[src/design/tstl_pkg.sv]
package tstl_pkg;

  localparam int INDEX_BITS_DEFAULT = 32;
  localparam int QUEUE_DEPTH        = 2;
  localparam int FIELD_BITS         = 32;
  localparam int CFG_INDEX_BITS     = 2;
  localparam logic [FIELD_BITS-1:0] RESTART_INDEX = 32'h0000_FFFF;

  typedef enum logic [CFG_INDEX_BITS-1:0] {
    CFG_STRIP_MODE      = 2'd0,
    CFG_DROP_DEGENERATE = 2'd1,
    CFG_NARROW_INDICES  = 2'd2
  } cfg_index_t;

  typedef enum logic {
    JOB_SINGLE   = 1'b0,
    JOB_TRIANGLE = 1'b1
  } job_kind_t;

  typedef struct packed {
    logic strip_mode;
    logic drop_degenerate;
    logic narrow_indices;
  } cfg_t;

endpackage

[src/design/tstl_front.sv]
module tstl_front #(
  parameter int INDEX_BITS = tstl_pkg::INDEX_BITS_DEFAULT
) (
  input  logic                                 clk,
  input  logic                                 rst_n,
  input  tstl_pkg::cfg_t                       cfg,
  input  logic                                 in_fire,
  input  logic [tstl_pkg::FIELD_BITS-1:0]      in_index,
  input  logic                                 in_starts_set,
  output logic                                 push_valid,
  output logic [3*INDEX_BITS:0]                push_data
);
  import tstl_pkg::*;

  localparam logic [FIELD_BITS-1:0] INDEX_MASK =
    FIELD_BITS'((64'd1 << INDEX_BITS) - 64'd1);

  logic [INDEX_BITS-1:0] older_r, older_nxt;
  logic [INDEX_BITS-1:0] newer_r, newer_nxt;
  logic [1:0]            fill_r, fill_nxt;
  logic                  odd_r, odd_nxt;

  logic [FIELD_BITS-1:0] v32;
  logic [INDEX_BITS-1:0] v;
  logic [1:0]            fill_eff;
  logic                  odd_eff;
  logic                  degenerate;

  assign v32 = in_index & INDEX_MASK;
  assign v   = v32[INDEX_BITS-1:0];

  always_comb begin
    fill_eff   = in_starts_set ? 2'd0 : fill_r;
    odd_eff    = in_starts_set ? 1'b0 : odd_r;
    degenerate = (older_r == newer_r) || (newer_r == v) || (v == older_r);
    older_nxt  = older_r;
    newer_nxt  = newer_r;
    fill_nxt   = fill_r;
    odd_nxt    = odd_r;
    push_valid = 1'b0;
    push_data  = {{(2*INDEX_BITS){1'b0}}, v, JOB_SINGLE};
    if (in_fire) begin
      fill_nxt = fill_eff;
      odd_nxt  = odd_eff;
      if (!cfg.strip_mode) begin
        push_valid = 1'b1;
      end else if (cfg.narrow_indices && (v32 == RESTART_INDEX)) begin
        fill_nxt = 2'd0;
        odd_nxt  = 1'b0;
      end else if (fill_eff < 2'd2) begin
        older_nxt = newer_r;
        newer_nxt = v;
        fill_nxt  = fill_eff + 2'd1;
      end else begin
        push_valid = !(cfg.drop_degenerate && degenerate);
        // Odd triangles swap the first two corners to keep the winding.
        if (odd_eff) begin
          push_data = {v, older_r, newer_r, JOB_TRIANGLE};
        end else begin
          push_data = {v, newer_r, older_r, JOB_TRIANGLE};
        end
        older_nxt = newer_r;
        newer_nxt = v;
        odd_nxt   = ~odd_eff;
      end
    end
  end

  always_ff @(posedge clk) begin
    if (!rst_n) begin
      older_r <= '0;
      newer_r <= '0;
      fill_r  <= 2'd0;
      odd_r   <= 1'b0;
    end else begin
      older_r <= older_nxt;
      newer_r <= newer_nxt;
      fill_r  <= fill_nxt;
      odd_r   <= odd_nxt;
    end
  end

endmodule

[src/design/tstl_queue.sv]
module tstl_queue #(
  parameter int WIDTH = 3 * tstl_pkg::INDEX_BITS_DEFAULT + 1
) (
  input  logic             clk,
  input  logic             rst_n,
  input  logic             push,
  input  logic [WIDTH-1:0] push_data,
  output logic             full,
  output logic             head_valid,
  output logic [WIDTH-1:0] head_data,
  input  logic             pop
);
  import tstl_pkg::*;

  localparam int PTR_W = (QUEUE_DEPTH > 1) ? $clog2(QUEUE_DEPTH) : 1;
  localparam int CNT_W = $clog2(QUEUE_DEPTH + 1);
  localparam logic [PTR_W-1:0] LAST_PTR = PTR_W'(QUEUE_DEPTH - 1);
  localparam logic [CNT_W-1:0] FULL_CNT = CNT_W'(QUEUE_DEPTH);

  logic [WIDTH-1:0] entry_r [QUEUE_DEPTH];
  logic [PTR_W-1:0] wr_ptr_r, wr_ptr_nxt;
  logic [PTR_W-1:0] rd_ptr_r, rd_ptr_nxt;
  logic [CNT_W-1:0] count_r, count_nxt;
  logic             do_push, do_pop;

  assign full       = (count_r == FULL_CNT);
  assign head_valid = (count_r != '0);
  assign head_data  = entry_r[rd_ptr_r];
  assign do_push    = push && !full;
  assign do_pop     = pop && head_valid;

  always_comb begin
    wr_ptr_nxt = wr_ptr_r;
    rd_ptr_nxt = rd_ptr_r;
    count_nxt  = count_r;
    if (do_push) begin
      wr_ptr_nxt = (wr_ptr_r == LAST_PTR) ? '0 : wr_ptr_r + PTR_W'(1);
    end
    if (do_pop) begin
      rd_ptr_nxt = (rd_ptr_r == LAST_PTR) ? '0 : rd_ptr_r + PTR_W'(1);
    end
    if (do_push && !do_pop) begin
      count_nxt = count_r + CNT_W'(1);
    end else if (do_pop && !do_push) begin
      count_nxt = count_r - CNT_W'(1);
    end
  end

  always_ff @(posedge clk) begin
    if (do_push) begin
      entry_r[wr_ptr_r] <= push_data;
    end
  end

  always_ff @(posedge clk) begin
    if (!rst_n) begin
      wr_ptr_r <= '0;
      rd_ptr_r <= '0;
      count_r  <= '0;
    end else begin
      wr_ptr_r <= wr_ptr_nxt;
      rd_ptr_r <= rd_ptr_nxt;
      count_r  <= count_nxt;
    end
  end

endmodule

[src/design/tstl_back.sv]
module tstl_back #(
  parameter int INDEX_BITS = tstl_pkg::INDEX_BITS_DEFAULT
) (
  input  logic                             clk,
  input  logic                             rst_n,
  input  logic                             head_valid,
  input  logic [3*INDEX_BITS:0]            head_data,
  output logic                             pop,
  output logic                             out_tvalid,
  input  logic                             out_tready,
  output logic [tstl_pkg::FIELD_BITS-1:0]  out_tdata,
  output logic                             out_tlast
);
  import tstl_pkg::*;

  logic [1:0]            phase_r, phase_nxt;
  logic                  valid_r, valid_nxt;
  logic [FIELD_BITS-1:0] data_r;
  logic                  last_r;
  logic                  load;
  logic                  last_sel;
  logic [INDEX_BITS-1:0] corner_sel;
  job_kind_t             kind;

  assign kind = job_kind_t'(head_data[0]);
  assign load = head_valid && (!valid_r || out_tready);
  assign pop  = load && last_sel;

  always_comb begin
    case (phase_r)
      2'd0:    corner_sel = head_data[INDEX_BITS:1];
      2'd1:    corner_sel = head_data[2*INDEX_BITS:INDEX_BITS+1];
      default: corner_sel = head_data[3*INDEX_BITS:2*INDEX_BITS+1];
    endcase
    last_sel  = (kind == JOB_SINGLE) || (phase_r == 2'd2);
    phase_nxt = phase_r;
    valid_nxt = out_tready ? 1'b0 : valid_r;
    if (load) begin
      valid_nxt = 1'b1;
      phase_nxt = last_sel ? 2'd0 : phase_r + 2'd1;
    end
  end

  always_ff @(posedge clk) begin
    if (!rst_n) begin
      phase_r <= 2'd0;
      valid_r <= 1'b0;
    end else begin
      phase_r <= phase_nxt;
      valid_r <= valid_nxt;
    end
  end

  always_ff @(posedge clk) begin
    if (load) begin
      data_r <= FIELD_BITS'(corner_sel);
      last_r <= last_sel;
    end
  end

  assign out_tvalid = valid_r;
  assign out_tdata  = data_r;
  assign out_tlast  = last_r;

endmodule

[src/design/triangle_strip_to_list_unit.sv]
// Channel  Direction  Handshake              Payload
// in_      slave      in_tvalid / in_tready  tdata: vertex_index; tuser: starts_set
// out_     master     out_tvalid/out_tready  tdata: out_vertex; tlast: triangle_done
// cfg_     write      cfg_we                 cfg_index selects register, cfg_wdata bit 0
//
// List mode moves one index per cycle while the job queue is not full. In strip
// mode the serializer sends each triangle's corners one per transfer on the result
// channel; indices that emit nothing are absorbed at one per cycle unless the queue is full.
// A two-entry job queue lets the input keep transferring while corners drain.
// Synchronous active-low reset clears the strip state, queue and registers.
module triangle_strip_to_list_unit #(
  parameter int INDEX_BITS = tstl_pkg::INDEX_BITS_DEFAULT
) (
  input  logic                                 clk,
  input  logic                                 rst_n,
  input  logic                                 cfg_we,
  input  logic [tstl_pkg::CFG_INDEX_BITS-1:0]  cfg_index,
  input  logic                                 cfg_wdata,
  input  logic                                 in_tvalid,
  output logic                                 in_tready,
  input  logic [tstl_pkg::FIELD_BITS-1:0]      in_tdata,   // [31:0] vertex_index
  input  logic                                 in_tuser,   // [0] starts_set
  output logic                                 out_tvalid,
  input  logic                                 out_tready,
  output logic [tstl_pkg::FIELD_BITS-1:0]      out_tdata,  // [31:0] out_vertex
  output logic                                 out_tlast
);
  import tstl_pkg::*;

  localparam int JOB_W = 3 * INDEX_BITS + 1;

  cfg_t             cfg_r, cfg_nxt;
  logic             in_fire;
  logic             push_valid;
  logic [JOB_W-1:0] push_data;
  logic             queue_full;
  logic             head_valid;
  logic [JOB_W-1:0] head_data;
  logic             pop;

  always_comb begin
    cfg_nxt = cfg_r;
    if (cfg_we) begin
      case (cfg_index_t'(cfg_index))
        CFG_STRIP_MODE:      cfg_nxt.strip_mode      = cfg_wdata;
        CFG_DROP_DEGENERATE: cfg_nxt.drop_degenerate = cfg_wdata;
        CFG_NARROW_INDICES:  cfg_nxt.narrow_indices  = cfg_wdata;
        default:             cfg_nxt = cfg_r;
      endcase
    end
  end

  always_ff @(posedge clk) begin
    if (!rst_n) begin
      cfg_r <= '0;
    end else begin
      cfg_r <= cfg_nxt;
    end
  end

  assign in_tready = !queue_full;
  assign in_fire   = in_tvalid && in_tready;

  tstl_front #(
    .INDEX_BITS (INDEX_BITS)
  ) u_front (
    .clk           (clk),
    .rst_n         (rst_n),
    .cfg           (cfg_r),
    .in_fire       (in_fire),
    .in_index      (in_tdata),
    .in_starts_set (in_tuser),
    .push_valid    (push_valid),
    .push_data     (push_data)
  );

  tstl_queue #(
    .WIDTH (JOB_W)
  ) u_queue (
    .clk        (clk),
    .rst_n      (rst_n),
    .push       (push_valid),
    .push_data  (push_data),
    .full       (queue_full),
    .head_valid (head_valid),
    .head_data  (head_data),
    .pop        (pop)
  );

  tstl_back #(
    .INDEX_BITS (INDEX_BITS)
  ) u_back (
    .clk        (clk),
    .rst_n      (rst_n),
    .head_valid (head_valid),
    .head_data  (head_data),
    .pop        (pop),
    .out_tvalid (out_tvalid),
    .out_tready (out_tready),
    .out_tdata  (out_tdata),
    .out_tlast  (out_tlast)
  );

endmodule
[config.mk]
export PLATFORM = sky130hd
export DESIGN_NAME = triangle_strip_to_list_unit
export DESIGN_NICKNAME = d
export VERILOG_FILES = /design/src/design/tstl_pkg.sv /design/src/design/tstl_front.sv /design/src/design/tstl_queue.sv /design/src/design/tstl_back.sv /design/src/design/triangle_strip_to_list_unit.sv
export SDC_FILE = /design/constraint.sdc
export NUM_CORES = 1
export LEC_CHECK = 0
export BUFFER_PORTS_ARGS = -buffer_cell sky130_fd_sc_hd__buf_2
export CAP_MARGIN = 40
export CORE_MARGIN = 1.5
export CORE_UTILIZATION = 32
export DETAILED_ROUTE_END_ITERATION = 6
export SYNTH_ARGS = -nofsm -noshare
export SYNTH_HDL_FRONTEND = slang
export SYNTH_SLANG_ARGS = --single-unit
[constraint.sdc]
create_clock -name clk -period 28.8 [get_ports clk]
set_clock_uncertainty 0.05 [all_clocks]
set_input_delay 4.32 -clock clk [delete_from_list [all_inputs] [get_ports clk]]
set_output_delay 4.32 -clock clk [all_outputs]
set_load 0.01 [all_outputs]
---- Word level (Yosys, flattened, before mapping) ----
Memories as Yosys holds them, arrays and structs flattened. A register that Yosys moved wholly into a read port is not among the register bits.
Cells that the tools add are included.
cells by class
  eq/ne operators ......................... 9
  bitwise operators ....................... 3
  reduce and logical (&&, ||, !) cells .... 27
  mux-type cells .......................... 29
  order comparisons ....................... 1
  $add $sub $neg .......................... 6
operator list
  operator                count
  $mux W97                4
  $eq A32 B32 Y1          3
  $mux W65                1
  $pmux W32 S2            1
  $eq A32 B16 Y1 const B  1
  $mux W1                 16
  $mux W2                 7
  $logic_and A1 B1 Y1     9
  $add A2 B1 Y2 const B   3
  $eq A2 B2 Y1 const B    3
  $reduce_and A2 Y1       3
  $reduce_bool A2 Y1      3
  $logic_not A1 Y1        5
  $eq A2 B1 Y1 const B    2
  $logic_not A2 Y1        2
  $logic_or A1 B1 Y1      4
  $not A1 Y1              3
  $reduce_and A3 Y1       1
  $add A1 B1 Y1 const B   2
  $lt A2 B2 Y1 const B    1
  $sub A2 B1 Y2 const B   1
storage, ports and cells
  bits of input ports ..................... 41
  output and inout port bits .............. 35
  memories ................................ 1
  register bits after elaboration ......... 110
  RAM bits ................................ 194
memory list
  memory           depth  bits a word  rd ports  clocked after memory_dff  write ports  RTL line          text
  u_queue.entry_r  2      97           1         1                         1            tstl_queue.sv:20  logic [WIDTH-1:0] entry_r [QUEUE_DEPTH];

---- Depth between registers and ports, before layout ----
  word-level depth ........................ 14
  gate-level depth with buffers ........... 11
  depth with buffers taken out ............ 10

---- Cells and area by module ----
From an unflattened synthesis, not the netlist that was laid out.
unflattened totals
  cells, all modules ...................... 1266
  area, all modules ....................... 14450.1 µm²
by module, submodules not included
  module                       instances  area an instance (µm²)  cells each
  tstl_queue                   1          7353.3                  327
  tstl_front                   1          5165.0                  761
  tstl_back                    1          1789.2                  163
  triangle_strip_to_list_unit  1          142.6                   15

---- Least setup slack after synthesis ----
No wires, ideal clock.
  path type ............................... input-to-reg
  start point ............................. input in_tdata[12] in the netlist's numbering
  end point ............................... memory u_queue.entry_r[1][0] in the netlist's numbering, enable pin
  data required time ...................... 28058 ps
  cell stages on the path ................. 6
  setup slack ............................. 15944 ps
  data arrival time ....................... 12114 ps
  path through ............................ and4_1 nand4_1 o31ai_1 a21oi_1 a211oi_1 nor3b_1
between the ends
  cells in the longest elaborated chain, start to end .. 12
RTL lines
  item                               RTL line                           text
  start, declared                    triangle_strip_to_list_unit.sv:21  input logic [tstl_pkg::FIELD_BITS-1:0] in_tdata,
  $eq A32 B32 Y1                     tstl_front.sv:35                   degenerate = (older_r == newer_r) || (newer_r == v) || (v == older_r);
  $logic_or A1 B1 Y1 (2 in series)   tstl_front.sv:35
  $logic_and A1 B1 Y1                tstl_front.sv:55                   push_valid = !(cfg.drop_degenerate && degenerate);
  $logic_not A1 Y1                   tstl_front.sv:55
  $mux W1                            tstl_front.sv:50                   end else if (fill_eff < 2'd2) begin
  $mux W1 (*)                        tstl_front.sv:47                   end else if (cfg.narrow_indices && (v32 == RESTART_INDEX)) begin
  $mux W1 (*)                        tstl_front.sv:45                   if (!cfg.strip_mode) begin
  $mux W1 (*)                        tstl_front.sv:42                   if (in_fire) begin
  $logic_and A1 B1 Y1 (*)            tstl_queue.sv:29                   assign do_push = push && !full;
  $mux W1 (*)                        tstl_queue.sv:50                   if (do_push) begin
  $mux W1 (implied by the code) (*)  tstl_queue.sv:51                   entry_r[wr_ptr_r] <= push_data;
  end, declared                      tstl_queue.sv:20
Mark *: on every way between the ends. The rest lies on a longest branch, timed or not.

---- Final worst setup path ----
  start point ............................. input in_tdata[26] in the netlist's numbering
  end point ............................... memory u_queue.entry_r[1][80] in the netlist's numbering, enable pin
The elaborated chain is that of the path after synthesis.

==> metrics.md <==
| Metric | Value |
|---|---|
| Status | `finished clean` |
| Routed vias | `9560` |
| Initial DRC Count | `834` |
| WL final | `35000 µm` |
| H-tree lvl count | `2` |
| GRT Resource Usage Total | `0.159` |
| Crit Path Class | `in -> reg` |
| Hold Buf Count CTS | `0` |
| YS warnings | `0` |
| Post-synth EDFFs | `227` |
| CTS tree | `built` |
| Synth cell count leaders | `296 x nand2_1, 227 x edfxtp_1, 98 x xnor2_1` |
| Initial Util | `0.326` |
| Most frequent cell after synthesis | `nand2_1` |
| Num Clock Sinks | `305` |
| Placed Instances | `1769` |
| Gr ovfl total | `0` |
| FF-to-FF path depth | `8` |
| Max FO, Critical Path | `51` |
| Largest net degree at the start of global routing | `82` |
| Synth Register Bits | `305` |
| Fmax | `0.134 GHz` |
| Mapped cell area | `13700 µm²` |
| Cell Rows | `75` |
| Vias per cell | `5.22` |
| Syn nets | `1295` |
| Antenna violations before repair | `4` |
| Max-cap viol count | `0` |
| Final setup fails | `0` |
| R2r setup slk | `24.95 ns` |
| Share of the synthesized area in the top cell type | `0.496` |
| Buffers on Ports | `75` |
| RSZ-0062 raised after global routing | `no` |
| Crit path capture | `u_queue.entry_r[1][80]` |
| Post-CTS setup buffer count | `0` |
| Synth area leaders | `edfxtp_1 50%, dfxtp_1 11%, nand2_1 8.1%, xnor2_1 6.2%, a31oi_1 2.9%` |
| Pwr dens | `80.1 nW/µm²` |
| Fin Setup TNS | `0 ns` |
| Layout cells sized above 1 | `0.120` |
| Critical Path Start | `in_tdata[26]` |
| DRC viols | `0` |
| FF-to-FF Start | `u_front.older_r[27]` |
| First-pass GRT wire length | `54600 µm` |
| Post-cts resize count | `0` |
| Avg Inst Size Synth | `11.0 µm²` |
| Final Hold Viols | `0` |
| Layout area overhead | `13.6%` |
| Asr flop ratio synth | `0` |
| Lkg Pwr | `4.92 nW` |
| Tot Pwr | `1.25 mW` |
| R2R Path End | `u_queue.entry_r[1][80]` |
| Dominant cell type by area after synthesis | `edfxtp_1` |
| Sequential share of the synthesized area | `0.610` |
| HPWL after detailed placement | `22800 µm` |
| Number of distinct library cells after synthesis | `51` |
| TritonCTS buffer count | `34` |
| CTS Root Cell | `clkbuf_16` |
| Nets | `1312` |
| Crit path time final | `7.44 ns` |
| Mean routed wirelength per cell | `19.1 µm` |
| Crit start category | `input pin` |
| Io pins | `76` |
| Worst hold path type | `reg -> reg` |
| Maximum VDD drop | `0.0421 mV` |
| Arrival time worst endpoint | `7.55 ns` |
| Clock tree buffer depth | `3` |
| Antenna-violating nets left | `0` |
| Max-slew violation count | `0` |
| Final period util | `0.258` |
| Cells after Synth | `1249` |
| Die W | `210 µm` |
| Core ar. | `42100 µm²` |
| Routability congestion estimate | `0.861` |
| Clock latency at the later pin of the worst-skew pair | `0.51 ns` |
| Detailed Routing Iterations Pass 1 | `6` |
| Tightest Pin Transition | `0.889 ns` |
| Die height | `210 µm` |
| WP data required | `28.91 ns` |
| Final std cells w/o fill | `1832` |
| Min Hold Slack | `0.488 ns` |
| Worst rel slew slack | `0.407` |
| Die Area | `44200 µm²` |
| Worst-path clk slew | `0.06 ns` |
| Crit end category | `register` |
| Primary FF master, synth | `edfxtp_1` |
| Vias in the first global route | `9438` |
-- metal layers --
metal | vias to the layer above | track usage | wire (µm)
met2 | 289 | 0.262 | 16400
met1 | 4671 | 0.213 | 15400
met5 | - | 0 | 29
met4 | 6 | 0.0491 | 902
li1 | 4525 | - | -
met3 | 69 | 0.0302 | 2280
-- how the worst min path moves through the flow --
| stage | from | end | slack (ns) | cells after the start |
|---|---|---|---|---|
| 2_1_floorplan | cfg_r[0] | cfg_r[0] | 0.42 | 2 |
| 3_3_place_gp | u_front.older_r[29] | u_front.older_r[29] | 0.46 | 2 |
| 3_5_place_dp | u_front.older_r[31] | u_front.older_r[31] | 0.48 | 2 |
| 4_1_cts | u_front.older_r[31] | u_front.older_r[31] | 0.49 | 2 |
| 5_1_grt | cfg_r[1] | cfg_r[1] | 0.51 | 2 |
| 6_report | u_front.older_r[31] | u_front.older_r[31] | 0.49 | 2 |
-- report_power, final --
group          leakage [nW]  switching (mW)  internal (mW)  total, mW
logic                  1.61           0.168         0.0873      0.255
clock network         0.520           0.167          0.249      0.416
registers              2.79          0.0195          0.561      0.581
total                  4.92           0.354          0.897       1.25
-- layout make-up --
cell class	count	area, µm²
well taps	539	674
flip-flops and latches	305	8380
multi-input cells	827	4930
fillers	4054	26500
clock inverters	10	71.3
diodes	1	2.50
repair buffers	92	536
inverters	6	22.5
clock buffers	52	1000
-- cells in the final DEF, fill, tap and decap left out, types with 3 or more instances in the layout --
master,count
nand2_1,296
edfxtp_1,227
xnor2_1,98
dfxtp_1,77
buf_2,75
a31oi_1,64
a21boi_1,40
nor2_1,38
clkbuf_16,37
a21oi_1,34
a22oi_1,32
a211oi_1,32
and3_1,32
a22o_1,31
nand4_1,28
a21boi_0,26
buf_4,15
clkbuf_1,13
and2_1,8
nor4_1,7
nor2b_1,6
clkinv_1,6
o21ai_0,5
inv_1,4
mux2i_1,4
nor2_4,3
nand3_1,3
ha_1,3
clkinv_2,3
-- registers in the layout (all words and copies together), names as in the netlist, named ones only --
register	cells
cfg_r	3
u_back.out_tdata	32
u_back.out_tlast	1
u_back.out_tvalid	1
u_back.phase_r	2
u_front.fill_r	2
u_front.newer_r	32
u_front.odd_r	1
u_front.older_r	32
u_queue.count_r	2
u_queue.entry_r	194
u_queue.rd_ptr_r	1
u_queue.wr_ptr_r	1
-- cells by family after synthesis --
logic type                 share of synthesized area
AOI/OAI and AO/OA                              0.139
adders and majority gates                    0.00455
buffers and inverters                         0.0356
DFF                                            0.610
muxes                                        0.00455
and+or+nand+nor                                0.143
xor gates and xnor gates                      0.0631
-- worst max-delay path, stage by stage --
cell      delay, ns
buf_2          0.14
or4_1          0.57
or4_4          0.57
o31ai_1        0.35
a21oi_1        0.14
a211oi_1       0.54
nor3b_2        0.10
buf_4          0.33
buf_4          0.42
-- metrics by stage --
step                      utilization  setup WS, ns  area [µm²]
final                           0.371         21.36       15600
after global routing            0.371         21.20       15600
after CTS                       0.371         21.39       15600
after detailed placement        0.345         20.86       14500
after global placement          0.344         20.32       14500
after floorplan                     -         15.94       13700
Note: power is estimated with default switching activity, not from simulation.
